$ cat src/rtl/core/ilr_pkg.sv
package ilr_pkg;

  localparam int unsigned OUT_COUNT_WIDTH = 16;

  localparam logic [2:0] ST_START  = 3'd0;
  localparam logic [2:0] ST_LEAD   = 3'd1;
  localparam logic [2:0] ST_ZERO   = 3'd2;
  localparam logic [2:0] ST_DEC    = 3'd3;
  localparam logic [2:0] ST_OCT    = 3'd4;
  localparam logic [2:0] ST_HEX_X  = 3'd5;
  localparam logic [2:0] ST_HEX    = 3'd6;
  localparam logic [2:0] ST_REJECT = 3'd7;

  localparam logic [2:0] CL_SIGN   = 3'd0;
  localparam logic [2:0] CL_ZERO   = 3'd1;
  localparam logic [2:0] CL_X      = 3'd2;
  localparam logic [2:0] CL_SEP    = 3'd3;
  localparam logic [2:0] CL_OCTDIG = 3'd4;
  localparam logic [2:0] CL_DECDIG = 3'd5;
  localparam logic [2:0] CL_HEXDIG = 3'd6;
  localparam logic [2:0] CL_OTHER  = 3'd7;

  // Rows are indexed by the current state, columns by the character class.
  localparam logic [2:0] NEXT_STATE [0:7][0:7] = '{
    '{ST_LEAD,   ST_ZERO,   ST_REJECT, ST_REJECT, ST_LEAD,   ST_LEAD,   ST_REJECT, ST_REJECT},
    '{ST_REJECT, ST_REJECT, ST_REJECT, ST_REJECT, ST_DEC,    ST_DEC,    ST_REJECT, ST_REJECT},
    '{ST_REJECT, ST_OCT,    ST_HEX_X,  ST_START,  ST_OCT,    ST_REJECT, ST_REJECT, ST_REJECT},
    '{ST_REJECT, ST_DEC,    ST_REJECT, ST_START,  ST_DEC,    ST_DEC,    ST_REJECT, ST_REJECT},
    '{ST_REJECT, ST_OCT,    ST_REJECT, ST_START,  ST_OCT,    ST_REJECT, ST_REJECT, ST_REJECT},
    '{ST_REJECT, ST_HEX,    ST_REJECT, ST_REJECT, ST_HEX,    ST_HEX,    ST_HEX,    ST_REJECT},
    '{ST_REJECT, ST_HEX,    ST_REJECT, ST_START,  ST_HEX,    ST_HEX,    ST_HEX,    ST_REJECT},
    '{ST_REJECT, ST_REJECT, ST_REJECT, ST_REJECT, ST_REJECT, ST_REJECT, ST_REJECT, ST_REJECT}
  };

  typedef struct packed {
    logic [7:0] char_code;
    logic       last_char;
  } ilr_in_t;

  typedef struct packed {
    logic                       accepted;
    logic                       rejected;
    logic [OUT_COUNT_WIDTH-1:0] decimal_count;
    logic [OUT_COUNT_WIDTH-1:0] octal_count;
    logic [OUT_COUNT_WIDTH-1:0] hex_count;
    logic                       word_done;
  } ilr_out_t;

  function automatic logic [2:0] char_class(input logic [7:0] c);
    logic [2:0] cls;
    case (c) inside
      8'h2B, 8'h2D:   cls = CL_SIGN;
      8'h30:          cls = CL_ZERO;
      8'h78:          cls = CL_X;
      8'h23:          cls = CL_SEP;
      [8'h31:8'h37]:  cls = CL_OCTDIG;
      8'h38, 8'h39:   cls = CL_DECDIG;
      [8'h41:8'h46]:  cls = CL_HEXDIG;
      default:        cls = CL_OTHER;
    endcase
    return cls;
  endfunction

endpackage

$ cat src/rtl/core/ilr_step.sv
module ilr_step
  import ilr_pkg::*;
#(
  parameter int unsigned COUNT_WIDTH = 16
) (
  input  ilr_in_t                item,
  input  logic [2:0]             state,
  input  logic                   armed,
  input  logic [COUNT_WIDTH-1:0] dec_tally,
  input  logic [COUNT_WIDTH-1:0] oct_tally,
  input  logic [COUNT_WIDTH-1:0] hex_tally,
  output logic [2:0]             state_nxt,
  output logic                   armed_nxt,
  output logic [COUNT_WIDTH-1:0] dec_tally_nxt,
  output logic [COUNT_WIDTH-1:0] oct_tally_nxt,
  output logic [COUNT_WIDTH-1:0] hex_tally_nxt,
  output ilr_out_t               result
);

  logic [2:0]             cls;
  logic [2:0]             s;
  logic                   dec_inc;
  logic                   oct_inc;
  logic                   hex_inc;
  logic                   armed_new;
  logic [COUNT_WIDTH-1:0] dec_new;
  logic [COUNT_WIDTH-1:0] oct_new;
  logic [COUNT_WIDTH-1:0] hex_new;

  assign cls = char_class(item.char_code);
  assign s   = NEXT_STATE[state][cls];

  assign dec_inc = armed && (s == ST_LEAD || s == ST_DEC);
  assign oct_inc = armed && (s == ST_ZERO);
  assign hex_inc = armed && (s == ST_HEX_X);

  always_comb begin
    dec_new = dec_tally;
    oct_new = oct_tally;
    hex_new = hex_tally;
    if (dec_inc && !(&dec_tally)) begin
      dec_new = dec_tally + 1'b1;
    end
    if (oct_inc && !(&oct_tally)) begin
      oct_new = oct_tally + 1'b1;
    end
    if (hex_inc) begin
      if (!(&hex_tally)) begin
        hex_new = hex_tally + 1'b1;
      end
      if (oct_tally != '0) begin
        oct_new = oct_tally - 1'b1;
      end
    end
    if (s == ST_START) begin
      armed_new = 1'b1;
    end else if (dec_inc) begin
      armed_new = 1'b0;
    end else begin
      armed_new = armed;
    end
  end

  always_comb begin
    result.accepted      = item.last_char &&
                           (s == ST_ZERO || s == ST_DEC || s == ST_OCT || s == ST_HEX);
    result.rejected      = (s == ST_REJECT);
    result.decimal_count = OUT_COUNT_WIDTH'(dec_new);
    result.octal_count   = OUT_COUNT_WIDTH'(oct_new);
    result.hex_count     = OUT_COUNT_WIDTH'(hex_new);
    result.word_done     = item.last_char;
    if (item.last_char) begin
      state_nxt     = ST_START;
      armed_nxt     = 1'b1;
      dec_tally_nxt = '0;
      oct_tally_nxt = '0;
      hex_tally_nxt = '0;
    end else begin
      state_nxt     = s;
      armed_nxt     = armed_new;
      dec_tally_nxt = dec_new;
      oct_tally_nxt = oct_new;
      hex_tally_nxt = hex_new;
    end
  end

endmodule

$ cat src/rtl/core/integer_literal_list_recognizer.sv
// Channel  Direction  Handshake            Payload
// in_      input      in_valid / in_stall  ilr_in_t  (char_code, last_char)
// out_     output     out_valid/ out_stall ilr_out_t (flags, counts, word_done)
//
// One item per cycle is sustained while the output does not stall; an item is held in the
// input register, and its result is shown from the result register once the item advances.
// The automaton and tallies advance as an item moves from the input register to the
// result register, so the next item always sees the state that its predecessor left.
// Reset is synchronous and active low; it empties both registers and restores the
// start state. A stall on the output holds the result, and the input stalls only
// while both registers are full and the output stalls.
module integer_literal_list_recognizer
  import ilr_pkg::*;
#(
  parameter int unsigned COUNT_WIDTH = 16
) (
  input  logic     clk,
  input  logic     rst_n,
  input  logic     in_valid,
  output logic     in_stall,
  input  ilr_in_t  in_data,
  output logic     out_valid,
  input  logic     out_stall,
  output ilr_out_t out_data
);

  ilr_in_t                in_r;
  logic                   in_valid_r;
  ilr_out_t               out_r;
  logic                   out_valid_r;
  logic [2:0]             state_r;
  logic                   armed_r;
  logic [COUNT_WIDTH-1:0] dec_tally_r;
  logic [COUNT_WIDTH-1:0] oct_tally_r;
  logic [COUNT_WIDTH-1:0] hex_tally_r;

  logic [2:0]             state_nxt;
  logic                   armed_nxt;
  logic [COUNT_WIDTH-1:0] dec_tally_nxt;
  logic [COUNT_WIDTH-1:0] oct_tally_nxt;
  logic [COUNT_WIDTH-1:0] hex_tally_nxt;
  ilr_out_t               result;
  logic                   advance;
  logic                   in_take;

  assign advance  = in_valid_r && (!out_valid_r || !out_stall);
  assign in_stall = in_valid_r && !advance;
  assign in_take  = in_valid && !in_stall;

  ilr_step #(
    .COUNT_WIDTH(COUNT_WIDTH)
  ) u_step (
    .item          (in_r),
    .state         (state_r),
    .armed         (armed_r),
    .dec_tally     (dec_tally_r),
    .oct_tally     (oct_tally_r),
    .hex_tally     (hex_tally_r),
    .state_nxt     (state_nxt),
    .armed_nxt     (armed_nxt),
    .dec_tally_nxt (dec_tally_nxt),
    .oct_tally_nxt (oct_tally_nxt),
    .hex_tally_nxt (hex_tally_nxt),
    .result        (result)
  );

  always_ff @(posedge clk) begin
    if (!rst_n) begin
      in_valid_r  <= 1'b0;
      out_valid_r <= 1'b0;
      state_r     <= ST_START;
      armed_r     <= 1'b1;
      dec_tally_r <= '0;
      oct_tally_r <= '0;
      hex_tally_r <= '0;
    end else begin
      if (in_take) begin
        in_valid_r <= 1'b1;
      end else if (advance) begin
        in_valid_r <= 1'b0;
      end
      if (advance) begin
        out_valid_r <= 1'b1;
        state_r     <= state_nxt;
        armed_r     <= armed_nxt;
        dec_tally_r <= dec_tally_nxt;
        oct_tally_r <= oct_tally_nxt;
        hex_tally_r <= hex_tally_nxt;
      end else if (!out_stall) begin
        out_valid_r <= 1'b0;
      end
    end
  end

  always_ff @(posedge clk) begin
    if (in_take) begin
      in_r <= in_data;
    end
    if (advance) begin
      out_r <= result;
    end
  end

  assign out_valid = out_valid_r;
  assign out_data  = out_r;

endmodule

$ cat config.mk
export PLATFORM = sky130hd
export DESIGN_NAME = integer_literal_list_recognizer
export DESIGN_NICKNAME = d
export VERILOG_FILES = /design/src/rtl/core/ilr_pkg.sv /design/src/rtl/core/ilr_step.sv /design/src/rtl/core/integer_literal_list_recognizer.sv
export SDC_FILE = /design/constraint.sdc
export NUM_CORES = 1
export LEC_CHECK = 0
export ABC_AREA = 1
export BUFFER_PORTS_ARGS = -buffer_cell sky130_fd_sc_hd__buf_2
export CAP_MARGIN = 10
export CORE_MARGIN = 3
export CORE_UTILIZATION = 40
export DETAILED_ROUTE_END_ITERATION = 8
export GPL_TIMING_DRIVEN = 0
export PLACE_DENSITY = 0.59
export RECOVER_POWER = 25
export REMOVE_ABC_BUFFERS = 1
export SYNTH_ARGS = -nofsm -noshare
export SYNTH_HDL_FRONTEND = slang
export SYNTH_HIERARCHICAL = 1
export SYNTH_SLANG_ARGS = --single-unit
$ cat constraint.sdc
create_clock -name clk -period 3.1 [get_ports clk]
set_input_delay 0.62 -clock clk [delete_from_list [all_inputs] [get_ports clk]]
set_output_delay 0.62 -clock clk [all_outputs]
set_load 0.02 [all_outputs]
Yosys cells after proc, flatten, opt, wreduce, memory -nomap -nowiden
Memories as Yosys holds them, arrays and structs flattened.
Index checks and enable logic that the tools add are counted.
{"block": "classes", "addsub": 4, "order_cmp": 6, "n_eq_ne": 15, "muxes": 29, "bitwise_logic": 2, "reduce_logical": 32}
{"operator": "2-to-1 mux 16 bit", "count": 9}
{"operator": "adder 16 x 1 -> 16 bit, second input constant", "count": 3}
{"operator": "== test 8 x 6 -> 1 bit, second input constant", "count": 6}
{"operator": "2-to-1 mux 24 bit", "count": 2}
{"operator": "AND reduction 16 bit", "count": 3}
{"operator": "2-to-1 mux 3 bit", "count": 9}
{"operator": "nonzero test 16 bit", "count": 1}
{"operator": "subtractor 16 x 1 -> 16 bit, second input constant", "count": 1}
{"operator": "== test 3 bit, second input constant", "count": 4}
{"operator": "logical AND 1 bit", "count": 11}
{"operator": "binary-select mux 3 bit (select 3 bit)", "count": 1}
{"operator": "== test 8 x 7 -> 1 bit, second input constant", "count": 1}
{"operator": "greater-or-equal comparator 4 bit, second input constant", "count": 2}
{"operator": "greater-or-equal comparator 8 x 6 -> 1 bit, second input constant", "count": 1}
{"operator": "greater-or-equal comparator 8 x 7 -> 1 bit, second input constant", "count": 1}
{"operator": "less-or-equal comparator 8 x 6 -> 1 bit, second input constant", "count": 1}
{"operator": "less-or-equal comparator 8 x 7 -> 1 bit, second input constant", "count": 1}
{"operator": "2-to-1 mux 1 bit", "count": 8}
{"operator": "inverter 3 -> 4 bit", "count": 2}
{"operator": "== test 3 x 2 -> 1 bit, second input constant", "count": 2}
{"operator": "zero test 1 bit", "count": 6}
{"operator": "logical OR 1 bit", "count": 5}
{"operator": "OR reduction 2 bit", "count": 2}
{"operator": "== test 3 x 1 -> 1 bit, second input constant", "count": 1}
{"operator": "other kinds (5)", "count": 5}
{"block": "totals", "reg_bits": 114, "mem_bits_ro": 192, "input_bits": 13, "output_inout_bits": 53, "elab_cells": 104, "mem_count": 1}
{"memory": "(no name shown)", "words": 8, "width": 24, "read_ports": 1, "rd_ports_with_merged_regs": 0, "write_ports": 0, "line": "ilr_step.sv:31", "text": "assign s = NEXT_STATE[state][cls];"}

Longest topological paths before layout
{"block": "depth", "depth_word": 20, "ltp_mapped": 25, "depth_no_buf": 24}

Cells and area by module
Netlist, hierarchy kept.
{"mod": "integer_literal_list_recognizer", "n_inst": 1, "cells_each": 412, "area_per_inst_um2": 4245.3, "seq_area_each_um2": 2882.8}
{"mod": "ilr_step", "n_inst": 1, "cells_each": 659, "area_per_inst_um2": 3223.1, "seq_area_each_um2": 0.0}

Least setup slack after synthesis
OpenSTA, ideal clock, no wires.
{"block": "synth_path", "path_kind": "flip-flop to flip-flop", "start": "reg in_r[3] (netlist bit)", "end": "reg dec_tally_r[1]", "setup_ns": 0.115, "arrival_time_ns": 2.300, "t_required_ns": 2.985, "slack_ns": 0.685, "stages_incl_launch_ff": 22, "n_path_buf": 0, "period_less_slack_ns": 2.415, "path_cell_list": "edfxtp_1 nor2_2 nand2_2 inv_2 nor2_1 nand2_2 nand4_4 nor2_1 nand2_1 nand2_1 nand2_1 nand2_4 nand2_2 nor2_8 inv_2 or2_1 o21ai_1 nor2_1 inv_1 nand3_1 nand2_1 nor2_1"}
{"block": "synth_via", "elab_chain_len": 19, "elab_cells_between_ends": 33, "cone_classes": "4 x order compare; 9 x eq/ne; 12 x mux; 1 x bitwise; 7 x reduce/logical"}
{"element": "from (decl)", "line": "integer_literal_list_recognizer.sv:27", "text": "ilr_in_t in_r;"}
{"element": "from (signal assigned)", "line": "integer_literal_list_recognizer.sv:97", "text": "in_r <= in_data;"}
{"element": "greater-or-equal comparator 8 x 7 -> 1 bit (not written as such) / less-or-equal comparator 8 x 7 -> 1 bit (equally long branches)", "line": "ilr_step.sv:30", "text": "assign cls = char_class(item.char_code);"}
{"element": "logical AND 1 bit (not written as such)", "line": "ilr_step.sv:30"}
{"element": "2-to-1 mux 1 bit", "line": "ilr_pkg.sv:51", "text": "case (c) inside"}
{"element": "2-to-1 mux 3 bit (5 in series)", "line": "ilr_pkg.sv:51"}
{"element": "2-to-1 mux 3 bit *", "line": "ilr_pkg.sv:51"}
{"element": "inverter 3 -> 4 bit (not written as such) *", "line": "ilr_step.sv:31"}
{"element": "binary-select mux 3 bit (select 3 bit) *", "line": "ilr_step.sv:31"}
{"element": "2-to-1 mux 3 bit (not written as such) * (2 in series)", "line": "ilr_step.sv:31"}
{"element": "== test 3 x 1 -> 1 bit / == test 3 x 2 -> 1 bit (equally long branches)", "line": "ilr_step.sv:33", "text": "assign dec_inc = armed && (s == ST_LEAD || s == ST_DEC);"}
{"element": "logical OR 1 bit *", "line": "ilr_step.sv:33"}
{"element": "logical AND 1 bit *", "line": "ilr_step.sv:33"}
{"element": "logical AND 1 bit *", "line": "ilr_step.sv:41", "text": "if (dec_inc && !(&dec_tally)) begin"}
{"element": "2-to-1 mux 16 bit *", "line": "ilr_step.sv:41"}
{"element": "2-to-1 mux 16 bit *", "line": "ilr_step.sv:72", "text": "if (item.last_char) begin"}
{"element": "via dec_tally_nxt[1]", "line": "integer_literal_list_recognizer.sv:39", "text": "logic [COUNT_WIDTH-1:0] dec_tally_nxt;"}
{"element": "to (signal assigned)", "line": "integer_literal_list_recognizer.sv:86", "text": "dec_tally_r <= dec_tally_nxt;"}
{"element": "to (decl)", "line": "integer_literal_list_recognizer.sv:33", "text": "logic [COUNT_WIDTH-1:0] dec_tally_r;"}
The timed path passes the listed nets; every way through them passes the cells marked *. The select of a mux whose other input is x is not followed.
A chain may end at the register's enable or synchronous reset.

Worst setup path in the final report
{"block": "layout_path", "start": "reg in_r[2] (netlist bit)", "end": "reg oct_tally_r[10]"}
{"block": "layout_via", "elab_chain_len": 20, "elab_cells_between_ends": 35, "cone_classes": "4 x order compare; 9 x eq/ne; 14 x mux; 1 x bitwise; 7 x reduce/logical"}
{"element": "greater-or-equal comparator 8 x 7 -> 1 bit (not written as such) / less-or-equal comparator 8 x 7 -> 1 bit (equally long branches)", "line": "ilr_step.sv:30"}
{"element": "logical AND 1 bit (not written as such)", "line": "ilr_step.sv:30"}
{"element": "2-to-1 mux 1 bit", "line": "ilr_pkg.sv:51"}
{"element": "2-to-1 mux 3 bit (5 in series)", "line": "ilr_pkg.sv:51"}
{"element": "2-to-1 mux 3 bit *", "line": "ilr_pkg.sv:51"}
{"element": "inverter 3 -> 4 bit (not written as such) *", "line": "ilr_step.sv:31"}
{"element": "binary-select mux 3 bit (select 3 bit) *", "line": "ilr_step.sv:31"}
{"element": "2-to-1 mux 3 bit (not written as such) * (2 in series)", "line": "ilr_step.sv:31"}
{"element": "== test 3 x 2 -> 1 bit", "line": "ilr_step.sv:34", "text": "assign oct_inc = armed && (s == ST_ZERO);"}
{"element": "logical AND 1 bit", "line": "ilr_step.sv:34"}
{"element": "logical AND 1 bit", "line": "ilr_step.sv:44", "text": "if (oct_inc && !(&oct_tally)) begin"}
{"element": "2-to-1 mux 16 bit", "line": "ilr_step.sv:44"}
{"element": "2-to-1 mux 16 bit", "line": "ilr_step.sv:51", "text": "if (oct_tally != '0) begin"}
{"element": "2-to-1 mux 16 bit *", "line": "ilr_step.sv:47", "text": "if (hex_inc) begin"}
{"element": "2-to-1 mux 16 bit *", "line": "ilr_step.sv:72"}
{"element": "via oct_tally_nxt[10]", "line": "integer_literal_list_recognizer.sv:40", "text": "logic [COUNT_WIDTH-1:0] oct_tally_nxt;"}
{"element": "to (signal assigned)", "line": "integer_literal_list_recognizer.sv:87", "text": "oct_tally_r <= oct_tally_nxt;"}
{"element": "to (decl)", "line": "integer_literal_list_recognizer.sv:34", "text": "logic [COUNT_WIDTH-1:0] oct_tally_r;"}
Marks and branches as above.

==> impl_metrics.yaml <==
run_status:
  status: "completed"
setup_path:
  crit_type: "reg -> reg"
  crit_path_cell_trace: "buf_4, nor2_4, nor2_2, nand3_4, o21ai_4, nor2_4, nand2_1, nand2_1, nand2_1, nand2_4, inv_4, nor2_8, nand3_4, or2_1, a21oi_1, inv_1, nand3_1, nand2_1, nor2_1"
  worst_ep_required_time_ns: 3.46
  worstSetupEndpointType: "register"
  crit_top_cell: "nand2_1"
  cp-start-kind: "register"
  cp.arrival_ns: 3.25
  critPathMaxStageDelay_ns: 0.48
  cp_max_fo: 8
  cp_slowest_cell: "edfxtp_1"
synthesis:
  synth_area_leaders: "edfxtp_1, dfxtp_1, nand2_1"
  syn-cell-area_um2: 7468
  synth_ff_type: "edfxtp_1"
  synth_seq_cells: 114
  synth-edff-count: 60
  synth_cells: 1071
  yosysUniqueCellTypes: 36
  synth_area_leader_cell: "edfxtp_1"
  async_flop_share: 0
  synth_top_area_frac: 0.2412
  yosysWarnings: 6
  syn_area_per_cell_um2: 6.973
  synth-seq-area-share: 0.3860
timing:
  finalSetupViolCount: 0
  whs_ns: 0.3688
  skew_ns: 0.009769
  max_freq_mhz: 346.1
  post-route-min-period_ns: 2.889
  hold_viol: 0
  fin_crit_sh: 0.9320
  slew_headroom: 0.2653
  drv_slew: 0
  worst_pin_slew_ns: 1.102
finish:
  postLayoutCoreUtil: 0.4888
  nFillCells: 1818
  seq_area_um2: 2887
  layout-drive-gt1-share: 0.1304
  diodes: 0
  syn_to_final_growth_pct: 18.76
  fin_nets: 1166
  multiInputGateArea_um2: 3875
cts:
  clk_path_buf_depth: 2
  clk_pin_slew_ns: 0.05
  hold_buffers: 0
  cts_tree: "done"
  h-tree-depth: 4
  insertion_delay_ns: 0.43
  cts_buffers: 17
  root_buffer: "clkbuf_16"
  cts.sinks: 114
min_path:
  worstHoldPathType: "in -> reg"
routing:
  ant_nets: 0
  vias_per_cell: 5.030
  drc: 0
  post_drt_wl_per_cell_um: 13.39
  drt-initial-drc-count: 557
  vias: 6977
  routed_wl_mm: 18.58
  first_pass_iters: 7
global_route:
  antenna_found_initial: 0
  grt-ovfl-total: 0
  grt_pass1_wl_mm: 29.21
  met3_usage: 0.04454
  grt_pass1_vias: 5991
  grt_start_max_net_pins: 70
  grtUsageMet1: 0.2354
  gr-max-usage-layer: "met2"
  use_met2: 0.2809
  grt_usage: 0.1759
placed_design:
  finalWeightedCongestion: 0.8921
  numPortBuffers: 65
  hpwl_mm: 11.45
floorplan:
  fp.coreArea_um2: 18150
  dieArea_um2: 20350
  die_y_um: 142.6
  start_util: 0.4115
  die_x_um: 142.6
  ioPinCount: 66
  rows: 49
pwr:
  power.density_nw_per_um2: 485.9
  p_total_mw: 4.310
  ir_worst_vdd_mv: 0.3959
  p_leak_nw: 3.897
run:
  cap_violations: 0
-- final timing paths --
check	start	to	slack (ns)	depth (start not counted)
max	in_r[2]$_DFFE_PP_	oct_tally_r[10]$_SDFFE_PN0P_	0.21	19
min	in_data[7]	in_r[7]$_DFFE_PP_	0.37	1
max reg2reg	in_r[2]$_DFFE_PP_	oct_tally_r[10]$_SDFFE_PN0P_	0.21	19
min reg2reg	oct_tally_r[1]$_SDFFE_PN0P_	oct_tally_r[1]$_SDFFE_PN0P_	0.51	2
-- power breakdown --
part	total [mW]	leakage, nW	switching (mW)	internal [mW]
registers	1.79	1.01	0.0960	1.69
logic	0.646	2.61	0.415	0.231
clock network	1.87	0.270	0.708	1.17
-- layout make-up --
class / instances / share of cell area
Multi-Input combinational cell: 757 / 0.4369
Sequential cell: 114 / 0.3254
Timing Repair Buffer: 104 / 0.07702
Inverter: 151 / 0.06602
Clock buffer: 20 / 0.04923
Tap cell: 229 / 0.03230
Clock inverter: 12 / 0.01312
-- flip-flops by register name, indices dropped and copies added, names as in the netlist --
signal and count:
out_data 51, oct_tally_r 16, dec_tally_r 16, out_valid 1, in_r 9, hex_tally_r 16
state_r 3, in_valid_r 1, armed_r 1
-- what timing repair did --
action / in CTS / in global routing
resized for setup: 3 / 39
setup endpoints to repair: 40 / 60
pin swaps: 1 / 16
cloned: 1 / 3
buffers inserted: 0 / 35
-- cells in the mapped netlist (3+ instances only) --
| cell type | n |
|---|---|
| buf_2 | 17 |
| nor2_2 | 7 |
| nand3_1 | 123 |
| nor4_1 | 5 |
| inv_2 | 8 |
| xnor2_1 | 6 |
| buf_6 | 14 |
| ha_1 | 8 |
| nand2_1 | 257 |
| edfxtp_1 | 60 |
| or2_1 | 3 |
| o21ai_0 | 9 |
| nor2_1 | 119 |
| nor2_8 | 3 |
| buf_4 | 4 |
| o21ai_1 | 9 |
| nand4_1 | 36 |
| dfxtp_1 | 54 |
| nand2_2 | 7 |
| clkbuf_1 | 17 |
| nor3_1 | 20 |
| xor2_1 | 29 |
| a21oi_1 | 98 |
| inv_1 | 143 |
-- critical path: cells and delay by family, from the launching register on --
kind,cells,cell delay [ns]
buf+inv,3,0.31
compound gates,2,0.23
simple gates,14,1.80
flops,1,0.48
-- metal layers --
metal / routed length [um] / share of wire / vias to the layer above
li1: - / - / 3640
met3: 916 / 0.049 / 21
met5: 0 / 0 / -
met2: 8511 / 0.46 / 166
met4: 262 / 0.014 / 0
met1: 8888 / 0.48 / 3150
-- through the flow --
step	std cells	worst slack, ns	instance area [um2]	TNS [ns]
after floorplan	1018	-0.6022	7128	-30.72
after CTS	1350	-0.002632	8451	-0.002632
after detailed placement	1317	-0.4738	7879	-5.728
after global placement	1312	-2.216	7740	-132.74
after global routing	1387	-0.06104	8870	-0.1623
final	1387	0.2108	8870	0
-- kinds of logic (layout without fill, tap and decap cells) --
| logic type | Yosys count | count (layout) | share of synthesized area |
|---|---|---|---|
| and+or+nand+nor | 590 | 594 | 0.3557 |
| xor gates and xnor gates | 35 | 35 | 0.04104 |
| buffers and inverters | 204 | 287 | 0.1215 |
| DFF | 114 | 114 | 0.3860 |
| AOI/OAI and AO/OA | 120 | 120 | 0.08243 |
| adders and majority gates | 8 | 8 | 0.01340 |
-- cell usage in the layout, fill, tap and decap left out, types with 2 or more instances in the layout --
master / synthesis / final
xor2_1: 29 / 29
and2_1: 2 / 2
o21ai_0: 9 / 8
clkinv_2: 0 / 4
nor2_8: 3 / 3
nand2_4: 2 / 4
nor3_1: 20 / 20
clkinv_4: 0 / 2
nand3_4: 1 / 4
nand3_1: 123 / 120
nand4_1: 36 / 36
nand2_1: 257 / 253
inv_2: 8 / 7
clkbuf_16: 0 / 17
or2_1: 3 / 3
nand4_4: 1 / 2
ha_1: 8 / 8
nand3_2: 2 / 3
buf_4: 4 / 32
edfxtp_1: 60 / 60
a21oi_1: 98 / 94
nor2_2: 7 / 4
nor2_1: 119 / 115
clkinv_1: 0 / 3
bufinv_16: 0 / 2
nand2_2: 7 / 8
inv_1: 143 / 142
xnor2_1: 6 / 6
dfxtp_1: 54 / 53
buf_12: 0 / 2
clkbuf_1: 17 / 38
a21oi_2: 0 / 4
o21ai_1: 9 / 9
nor2_4: 0 / 9
buf_2: 17 / 30
buf_16: 0 / 4
nor4_1: 5 / 5
(Power assumes the default switching activity.)
